$ cat src/rtl/core/sawarq_pkg.sv
package sawarq_pkg;

    // sizes
    localparam int NUM_DESTS = 2;
    localparam int DEST_AW   = (NUM_DESTS > 1) ? $clog2(NUM_DESTS) : 1;
    localparam int SEQ_W     = 32;
    localparam int TICKS_W   = 16;
    localparam int TRIES_W   = 4;
    localparam int MODE_W    = 2;
    localparam int EV_W      = 3;
    localparam int CFG_AW    = 1;
    localparam int CFG_DW    = TICKS_W;

    // request kinds
    localparam logic [MODE_W-1:0] MODE_TICK = 2'd0;
    localparam logic [MODE_W-1:0] MODE_SEND = 2'd1;
    localparam logic [MODE_W-1:0] MODE_ACK  = 2'd2;

    // result events
    localparam logic [EV_W-1:0] EV_NONE    = 3'd0;
    localparam logic [EV_W-1:0] EV_SENT    = 3'd1;
    localparam logic [EV_W-1:0] EV_RETX    = 3'd2;
    localparam logic [EV_W-1:0] EV_DROP    = 3'd3;
    localparam logic [EV_W-1:0] EV_ACKED   = 3'd4;
    localparam logic [EV_W-1:0] EV_REFUSED = 3'd5;
    localparam logic [EV_W-1:0] EV_IGNORED = 3'd6;

    // register indexes
    localparam logic [CFG_AW-1:0] CFG_TIMEOUT = 1'd0;
    localparam logic [CFG_AW-1:0] CFG_TRIES   = 1'd1;

    // register reset values
    localparam logic [TICKS_W-1:0] TIMEOUT_RST = 16'd175;
    localparam logic [TRIES_W-1:0] TRIES_RST   = 4'd4;

    typedef logic [SEQ_W-1:0]   seq_t;
    typedef logic [DEST_AW-1:0] dest_addr_t;

endpackage

$ cat src/rtl/core/sawarq_ram.sv
module sawarq_ram #(
    parameter int WIDTH = 32,
    parameter int DEPTH = 2
) (
    input  logic                                   aclk,
    input  logic                                   we,
    input  logic [((DEPTH > 1) ? $clog2(DEPTH) : 1)-1:0] waddr,
    input  logic [WIDTH-1:0]                       wdata,
    input  logic                                   re,
    input  logic [((DEPTH > 1) ? $clog2(DEPTH) : 1)-1:0] raddr,
    output logic [WIDTH-1:0]                       rdata
);

    logic [WIDTH-1:0] mem [DEPTH];
    logic [WIDTH-1:0] rdata_reg;

    // single write port, registered read port
    always_ff @(posedge aclk) begin
        if (we) begin
            mem[waddr] <= wdata;
        end
        if (re) begin
            rdata_reg <= mem[raddr];
        end
    end

    assign rdata = rdata_reg;

endmodule

$ cat src/rtl/core/stop_and_wait_arq_sender.sv
// channel   dir  handshake          tuser              tdata
// s_        in   s_tvalid/s_tready  [1:0] mode         [0] dest_index, [32:1] ack_seq
// m_        out  m_tvalid/m_tready  [2:0] event_res    [31:0] seq_out, [32] dest_out,
//                                                       [36:33] attempt
// cfg       in   cfg_wr_en          -                  cfg_addr index, cfg_wr_data value
//
// one request per cycle sustained unless m_tready stalls the output; each request is registered
// with its counter memory read in the execute stage, then executed into the output register
// aresetn is synchronous; per-destination valid bits make the counters read as zero at once,
// so there is no clearing pass after reset
// a stalled result holds in the output register; the execute stage moves into it in the
// same cycle it is freed, so input is only held off while both stages are full
module stop_and_wait_arq_sender
    import sawarq_pkg::*;
(
    input  logic               aclk,
    input  logic               aresetn,
    input  logic               s_tvalid,
    output logic               s_tready,
    input  logic [39:0]        s_tdata,     // [0] dest_index, [32:1] ack_seq
    input  logic [MODE_W-1:0]  s_tuser,     // [1:0] mode
    output logic               m_tvalid,
    input  logic               m_tready,
    output logic [39:0]        m_tdata,     // [31:0] seq_out, [32] dest_out, [36:33] attempt
    output logic [EV_W-1:0]    m_tuser,     // [2:0] event_res
    input  logic               cfg_wr_en,
    input  logic [CFG_AW-1:0]  cfg_addr,
    input  logic [CFG_DW-1:0]  cfg_wr_data
);

    // configuration
    logic [TICKS_W-1:0] timeout_ticks_reg;
    logic [TRIES_W-1:0] max_tries_reg;

    // execute stage
    logic               p_vld_reg;
    logic [MODE_W-1:0]  p_mode_reg;
    dest_addr_t         p_addr_reg;
    seq_t               p_ack_reg;

    // held packet state
    logic               busy_reg, busy_next;
    seq_t               hseq_reg, hseq_next;
    logic               hdest_reg, hdest_next;
    logic [TRIES_W-1:0] tc_reg, tc_next, tc_inc;
    logic [TICKS_W-1:0] cd_reg, cd_next;

    // counter memory side
    logic [NUM_DESTS-1:0] seq_vld_reg;
    logic               fwd_vld_reg;
    dest_addr_t         fwd_addr_reg;
    seq_t               fwd_data_reg;
    seq_t               ram_rdata;
    seq_t               seq_cur;
    logic               ram_we;
    seq_t               ram_wdata;
    dest_addr_t         in_addr;
    logic               in_fire;
    logic               exec_fire;
    logic               advance;

    // output register
    logic               o_vld_reg;
    logic [EV_W-1:0]    o_ev_reg, ev_next;
    seq_t               o_seq_reg, seq_next;
    logic               o_dest_reg, dest_next;
    logic [TRIES_W-1:0] o_att_reg, att_next;

    // flow control
    assign advance   = !o_vld_reg || m_tready;
    assign exec_fire = p_vld_reg && advance;
    assign s_tready  = !p_vld_reg || advance;
    assign in_fire   = s_tvalid && s_tready;

    // destination index saturated to the table
    always_comb begin
        if ({4'b0, s_tdata[0]} >= 5'(NUM_DESTS)) begin
            in_addr = DEST_AW'(NUM_DESTS - 1);
        end else begin
            in_addr = DEST_AW'(s_tdata[0]);
        end
    end

    // per-destination sequence counters
    sawarq_ram #(
        .WIDTH (SEQ_W),
        .DEPTH (NUM_DESTS)
    ) u_seq_ram (
        .aclk  (aclk),
        .we    (ram_we),
        .waddr (p_addr_reg),
        .wdata (ram_wdata),
        .re    (in_fire),
        .raddr (in_addr),
        .rdata (ram_rdata)
    );

    // current counter value: forwarded write, memory, or reset zero
    always_comb begin
        if (fwd_vld_reg && (fwd_addr_reg == p_addr_reg)) begin
            seq_cur = fwd_data_reg;
        end else if (seq_vld_reg[p_addr_reg]) begin
            seq_cur = ram_rdata;
        end else begin
            seq_cur = '0;
        end
    end

    assign tc_inc    = tc_reg + 4'd1;
    assign ram_wdata = seq_cur + 32'd1;

    // event execution
    always_comb begin
        busy_next  = busy_reg;
        hseq_next  = hseq_reg;
        hdest_next = hdest_reg;
        tc_next    = tc_reg;
        cd_next    = cd_reg;
        ev_next    = EV_NONE;
        seq_next   = '0;
        dest_next  = 1'b0;
        att_next   = '0;
        ram_we     = 1'b0;
        case (p_mode_reg)
            MODE_TICK: begin
                if (busy_reg) begin
                    if (cd_reg > 16'd1) begin
                        cd_next = cd_reg - 16'd1;
                    end else begin
                        seq_next  = hseq_reg;
                        dest_next = hdest_reg;
                        att_next  = tc_inc;
                        if (tc_inc >= max_tries_reg) begin
                            ev_next   = EV_DROP;
                            busy_next = 1'b0;
                            tc_next   = '0;
                            cd_next   = '0;
                        end else begin
                            ev_next = EV_RETX;
                            tc_next = tc_inc;
                            cd_next = timeout_ticks_reg;
                        end
                    end
                end
            end
            MODE_SEND: begin
                if (busy_reg) begin
                    ev_next   = EV_REFUSED;
                    seq_next  = hseq_reg;
                    dest_next = hdest_reg;
                    att_next  = tc_reg;
                end else begin
                    ev_next    = EV_SENT;
                    seq_next   = seq_cur;
                    dest_next  = p_addr_reg[0];
                    hseq_next  = seq_cur;
                    hdest_next = p_addr_reg[0];
                    tc_next    = '0;
                    cd_next    = timeout_ticks_reg;
                    busy_next  = 1'b1;
                    ram_we     = exec_fire;
                end
            end
            MODE_ACK: begin
                if (busy_reg && (p_ack_reg == hseq_reg)) begin
                    ev_next   = EV_ACKED;
                    seq_next  = hseq_reg;
                    dest_next = hdest_reg;
                    att_next  = tc_reg;
                    busy_next = 1'b0;
                    tc_next   = '0;
                    cd_next   = '0;
                end else begin
                    ev_next  = EV_IGNORED;
                    seq_next = p_ack_reg;
                end
            end
            default: begin
            end
        endcase
    end

    // configuration writes
    always_ff @(posedge aclk) begin
        if (!aresetn) begin
            timeout_ticks_reg <= TIMEOUT_RST;
            max_tries_reg     <= TRIES_RST;
        end else if (cfg_wr_en) begin
            case (cfg_addr)
                CFG_TIMEOUT: timeout_ticks_reg <= cfg_wr_data;
                CFG_TRIES:   max_tries_reg     <= cfg_wr_data[TRIES_W-1:0];
                default: begin
                end
            endcase
        end
    end

    // execute stage control
    always_ff @(posedge aclk) begin
        if (!aresetn) begin
            p_vld_reg <= 1'b0;
        end else if (s_tready) begin
            p_vld_reg <= s_tvalid;
        end
    end

    // execute stage payload
    always_ff @(posedge aclk) begin
        if (in_fire) begin
            p_mode_reg <= s_tuser;
            p_addr_reg <= in_addr;
            p_ack_reg  <= s_tdata[32:1];
        end
    end

    // held packet state and counter bookkeeping
    always_ff @(posedge aclk) begin
        if (!aresetn) begin
            busy_reg     <= 1'b0;
            hseq_reg     <= '0;
            hdest_reg    <= 1'b0;
            tc_reg       <= '0;
            cd_reg       <= '0;
            seq_vld_reg  <= '0;
            fwd_vld_reg  <= 1'b0;
        end else if (exec_fire) begin
            busy_reg  <= busy_next;
            hseq_reg  <= hseq_next;
            hdest_reg <= hdest_next;
            tc_reg    <= tc_next;
            cd_reg    <= cd_next;
            if (ram_we) begin
                seq_vld_reg[p_addr_reg] <= 1'b1;
                fwd_vld_reg             <= 1'b1;
            end
        end
    end

    // last counter write, forwarded past the memory read
    always_ff @(posedge aclk) begin
        if (ram_we) begin
            fwd_addr_reg <= p_addr_reg;
            fwd_data_reg <= ram_wdata;
        end
    end

    // output register control
    always_ff @(posedge aclk) begin
        if (!aresetn) begin
            o_vld_reg <= 1'b0;
        end else if (advance) begin
            o_vld_reg <= p_vld_reg;
        end
    end

    // output register payload
    always_ff @(posedge aclk) begin
        if (exec_fire) begin
            o_ev_reg   <= ev_next;
            o_seq_reg  <= seq_next;
            o_dest_reg <= dest_next;
            o_att_reg  <= att_next;
        end
    end

    assign m_tvalid = o_vld_reg;
    assign m_tuser  = o_ev_reg;
    assign m_tdata  = {3'b000, o_att_reg, o_dest_reg, o_seq_reg};

`ifndef SYNTH
    // a sent packet is held afterwards
    a_sent_busy: assert property (@(posedge aclk) disable iff (!aresetn)
        (exec_fire && (ev_next == EV_SENT)) |=> busy_reg)
        else $error("packet not held after send");

    // idle means no timeout state is left over
    a_idle_clear: assert property (@(posedge aclk) disable iff (!aresetn)
        !busy_reg |-> ((tc_reg == '0) && (cd_reg == '0)))
        else $error("timeout state left while idle");

    // counters only advance on an accepted send
    a_ram_write: assert property (@(posedge aclk) disable iff (!aresetn)
        ram_we |-> (exec_fire && !busy_reg && (p_mode_reg == MODE_SEND)))
        else $error("counter written outside a send");

    // an executed request always lands in the output register
    a_exec_out: assert property (@(posedge aclk) disable iff (!aresetn)
        exec_fire |=> o_vld_reg)
        else $error("executed request lost");
`endif

endmodule
$ cat config.mk
export PLATFORM = sky130hd
export DESIGN_NAME = stop_and_wait_arq_sender
export DESIGN_NICKNAME = d
export VERILOG_FILES = /design/src/rtl/core/sawarq_pkg.sv /design/src/rtl/core/sawarq_ram.sv /design/src/rtl/core/stop_and_wait_arq_sender.sv
export SDC_FILE = /design/constraint.sdc
export NUM_CORES = 1
export LEC_CHECK = 0
export ABC_AREA = 1
export BUFFER_PORTS_ARGS = -buffer_cell sky130_fd_sc_hd__buf_2
export CORE_MARGIN = 5
export CORE_UTILIZATION = 48
export DETAILED_ROUTE_END_ITERATION = 6
export GPL_TIMING_DRIVEN = 0
export PLACE_DENSITY = 0.66
export REMOVE_ABC_BUFFERS = 1
export SLEW_MARGIN = 20
export SYNTH_ARGS = -nofsm -noshare
export SYNTH_HDL_FRONTEND = slang
export SYNTH_SLANG_ARGS = --single-unit
$ cat constraint.sdc
create_clock -name aclk -period 6.25 [get_ports aclk]
set_clock_uncertainty 0.15 [all_clocks]
set_input_delay 0 -clock aclk [delete_from_list [all_inputs] [get_ports aclk]]
set_output_delay 0 -clock aclk [all_outputs]
set_load 0.01 [all_outputs]
==> run summary <==
The flow ran to the end, and the final reports show no timing, DRC or antenna violations. The number of buffers inserted during clock tree synthesis was 31. Overall routing resource usage: 22.32%. The quantity of gates resized following cts was 0. For the number of max-slew violations in the final report, the log shows 0. Delay of the slowest cell on the worst path: 0.78 ns. Antenna diode instance count: 0. The pre-CTS setup slack is 0.7734 ns, and the fraction of layout instances using a drive strength above 1 is 13.34%.

The synthesized design contains 283 register bits. Static timing analysis puts the maximum clock frequency at 183.3 MHz. The nature of the critical path startpoint is a flip-flop. The area growth from synthesis to layout is 20.84%, and the global-route congestion overflow total is 0. The total chip power was 4548 uW. In this run the count of I/O pins placed on the die edge is 109. For the wire length of the first global-routing pass, the log shows 59.46 mm. The mean number of vias per cell was 5.231. The logs give 0.006993 uW for the static leakage and 63 for the row count.

The count of unique library cells instantiated by Yosys was 45; the required time of the critical path was 6.38 ns. In the synthesized netlist the dominant register cell turns out to be sky130_fd_sc_hd__edfxtp_1. The number of standard cells in the final layout excluding fillers was 2219; the number of DRC markers in iteration 0 was 800. Entering global routing, the biggest net connects 59 pins. The logs give 37.79 mm for the total detailed-routing wirelength and 0.79 ns for the register-to-register setup slack.

The initial utilization of the core area, before any placement, comes to 48.20%. The transition at the pin with the smallest max-transition slack is 1.032 ns, and the fraction of the cycle the final worst path needs is 87.31%. The number of global-route vias before repair came out at 11.14k.

The core region is 29400 sq um. For the final number of setup-violating endpoints, the log shows 0. Power spread over the standard cell area amounts to 265.6 nW/um^2. The run gives 0 as the remaining number of nets flagged by the antenna check after routing. Ranked by flip-flop count, first place goes to u_seq_ram.mem. The worst setup path is of the flip-flop to flip-flop kind. The routed wire length per instance was 17.03 um. The worst setup path is captured at a flip-flop. The arrival time of the worst setup path was 5.59 ns; the final estimated routing congestion in global placement was 0.9300. The average footprint of a synthesized cell was 8.705 sq um; the share of synthesized area occupied by flip-flops and latches was 54.38%. In this run the tool buffered the top-level ports with 98 buffer cells. The logs give 14170 sq um for the mapped cell area and 0 for the final count of hold timing violations.

Cell with the most instances on the worst path: sky130_fd_sc_hd__inv_1. The tightest slew margin relative to the limit is 31.21%. The logs give 0 for the initial antenna violation count and 0 for the detailed-route DRC error count. The die outline area is 33060 sq um, and the H-tree depth is 1.

The first detailed-routing pass ran for 5 iterations. The run gives 0.2280 mV as the peak supply drop. The run gives 0 as the total number of yosys warnings. For the finished layout, the period the worst path requires is 5.457 ns. The filler cell count is 2510. Final hold analysis gives a worst-case slack of 0.03746 ns. TritonCTS built the clock tree.

The die outline width is 181.8 um, and the clock latency on the worst-skew pair is 0.58 ns. Buffers added to address setup during post-CTS repair amount to 0. The critical path goes through inv_1 -> ha_2 -> inv_1 -> nor2_2 -> clkinv_2 -> nor2_4 -> inv_1 -> nor2_4 -> buf_16. Setup repair after global routing left no endpoint under its margin. Once routing completed, OpenROAD measured the worst setup slack at 0.7933 ns. The gate count after technology mapping is 1628, and the number of flops mapped to enable cells by yosys is 204. Among all stages on the critical path, the largest delay is contributed by sky130_fd_sc_hd__clkinv_2.

The run gives 3 as the maximum clock path buffer count. The tightest min-delay check is of the input pin to flip-flop type. The number of flip-flops in the largest register is 64, and the count of maximum capacitance violations is 0.

The wire-length estimate of the detail-placed layout is 25.72 mm. The clock tree root buffer cell was sky130_fd_sc_hd__clkbuf_16. The number of placed instances with taps included is 2058, and the clock-pin slew of the registers on the worst-case setup and hold paths is 0.06 ns. The tools report the number of clock sinks as 283. The final layout contains 1881 nets.

Along the worst path, the maximum fanout reaches 54. The overall die height is 181.8 um, and the total number of vias is 11.61k. Counting flops with an async set or reset pin after synthesis yields a share of 0%.
-- logic make-up (layout without fill, tap and decap cells) --
group                      count (synthesis)  in the layout  share of synthesized area [%]
other                                      1              3                        0.02646
AOI/OAI and AO/OA                        243            243                          9.597
and+or+nand+nor                          764            764                          22.65
buffers and inverters                    254            453                          7.310
xor gates and xnor gates                  38             38                          2.348
DFF                                      283            283                          54.38
adders and majority gates                 13             13                          1.148
muxes                                     32             32                          2.543
-- cells in the final DEF (no fill, tap or decap), drive strengths merged, types with 32 or more instances in the layout --
cell           n
a21oi         52
buf          106
clkbuf        41
dfxtp         79
dlygate4sd3  103
edfxtp       204
inv          186
mux2          32
nand2        449
nand3         46
nand4         46
nor2         188
o21ai        137
-- worst paths after layout --
path                                startpoint                                end  cells after the start
max reg2reg            p_mode_reg[1]$_DFFE_PP_      u_seq_ram.mem[0][0]$_DFFE_PP_                      9
min                                 s_tdata[4]             p_ack_reg[3]$_DFFE_PP_                      2
min reg2reg  timeout_ticks_reg[4]$_SDFFE_PN0P_  timeout_ticks_reg[4]$_SDFFE_PN0P_                      2
max                    p_mode_reg[1]$_DFFE_PP_      u_seq_ram.mem[0][0]$_DFFE_PP_                      9
-- through the flow --
step	TNS (ns)	cell area, sq um	util [%]
finish	0	17130	58.25
global placement	-385.68	14820	50.41
floorplan	-28.22	13840	-
CTS	0	17130	58.25
global route	0	17130	58.25
detailed placement	0	15060	51.22
-- synthesized netlist by cell type (31+ instances only) --
library cell                 n  share of area (%)
sky130_fd_sc_hd__nor2_1    177                4.7
sky130_fd_sc_hd__clkbuf_1   38                1.0
sky130_fd_sc_hd__edfxtp_1  204                 43
sky130_fd_sc_hd__o21ai_0   110                3.9
sky130_fd_sc_hd__dfxtp_1    79                 11
sky130_fd_sc_hd__a31oi_1    31                1.4
sky130_fd_sc_hd__inv_1     180                4.8
sky130_fd_sc_hd__nand3_1    44                1.6
sky130_fd_sc_hd__a21oi_1    52                1.8
sky130_fd_sc_hd__nand2_1   445                 12
sky130_fd_sc_hd__mux2_2     32                2.5
sky130_fd_sc_hd__nand4_1    46                2.0
-- timing repair --
action,in CTS,in global routing
setup endpoints to repair,0,0
hold endpoints to repair,113,0
hold buffers,103,0
-- critical path: cells and delay by family, from the launching register on --
kind          cells  cell delay [ns]
fa+ha+maj         1             0.71
buf+inv           5             1.72
flops             1             0.50
simple gates      3             2.01
-- routing by layer --
layer  global-route usage [%]  up-vias  routed length (um)
met5                        0        -                   0
met4                    5.794        0                 869
met3                    2.224       63                2013
met2                    38.61      326               18380
met1                    30.23     5458               16530
li1                         -     5760                   -
-- where the power goes --
part	switching [uW]	leakage, uW	internal (uW)	total, uW
clock network	765	0.000494	1080	1840
logic	366	0.00392	204	570
registers	43.8	0.00258	2090	2140
total	1170	0.00699	3370	4550
-- layout make-up --
class                   instances  area [sq um]  share of cell area (%)
clock inverters                17         190.2                   1.111
inverters                     186         701.9                   4.099
flip-flops and latches        283          7711                   45.03
multi-input cells            1093          5472                   31.95
clock buffers                  41         843.3                   4.924
repair buffers                209          1719                   10.04
well taps                     390         488.0                   2.849
Note: power is estimated with default switching activity, not from simulation.
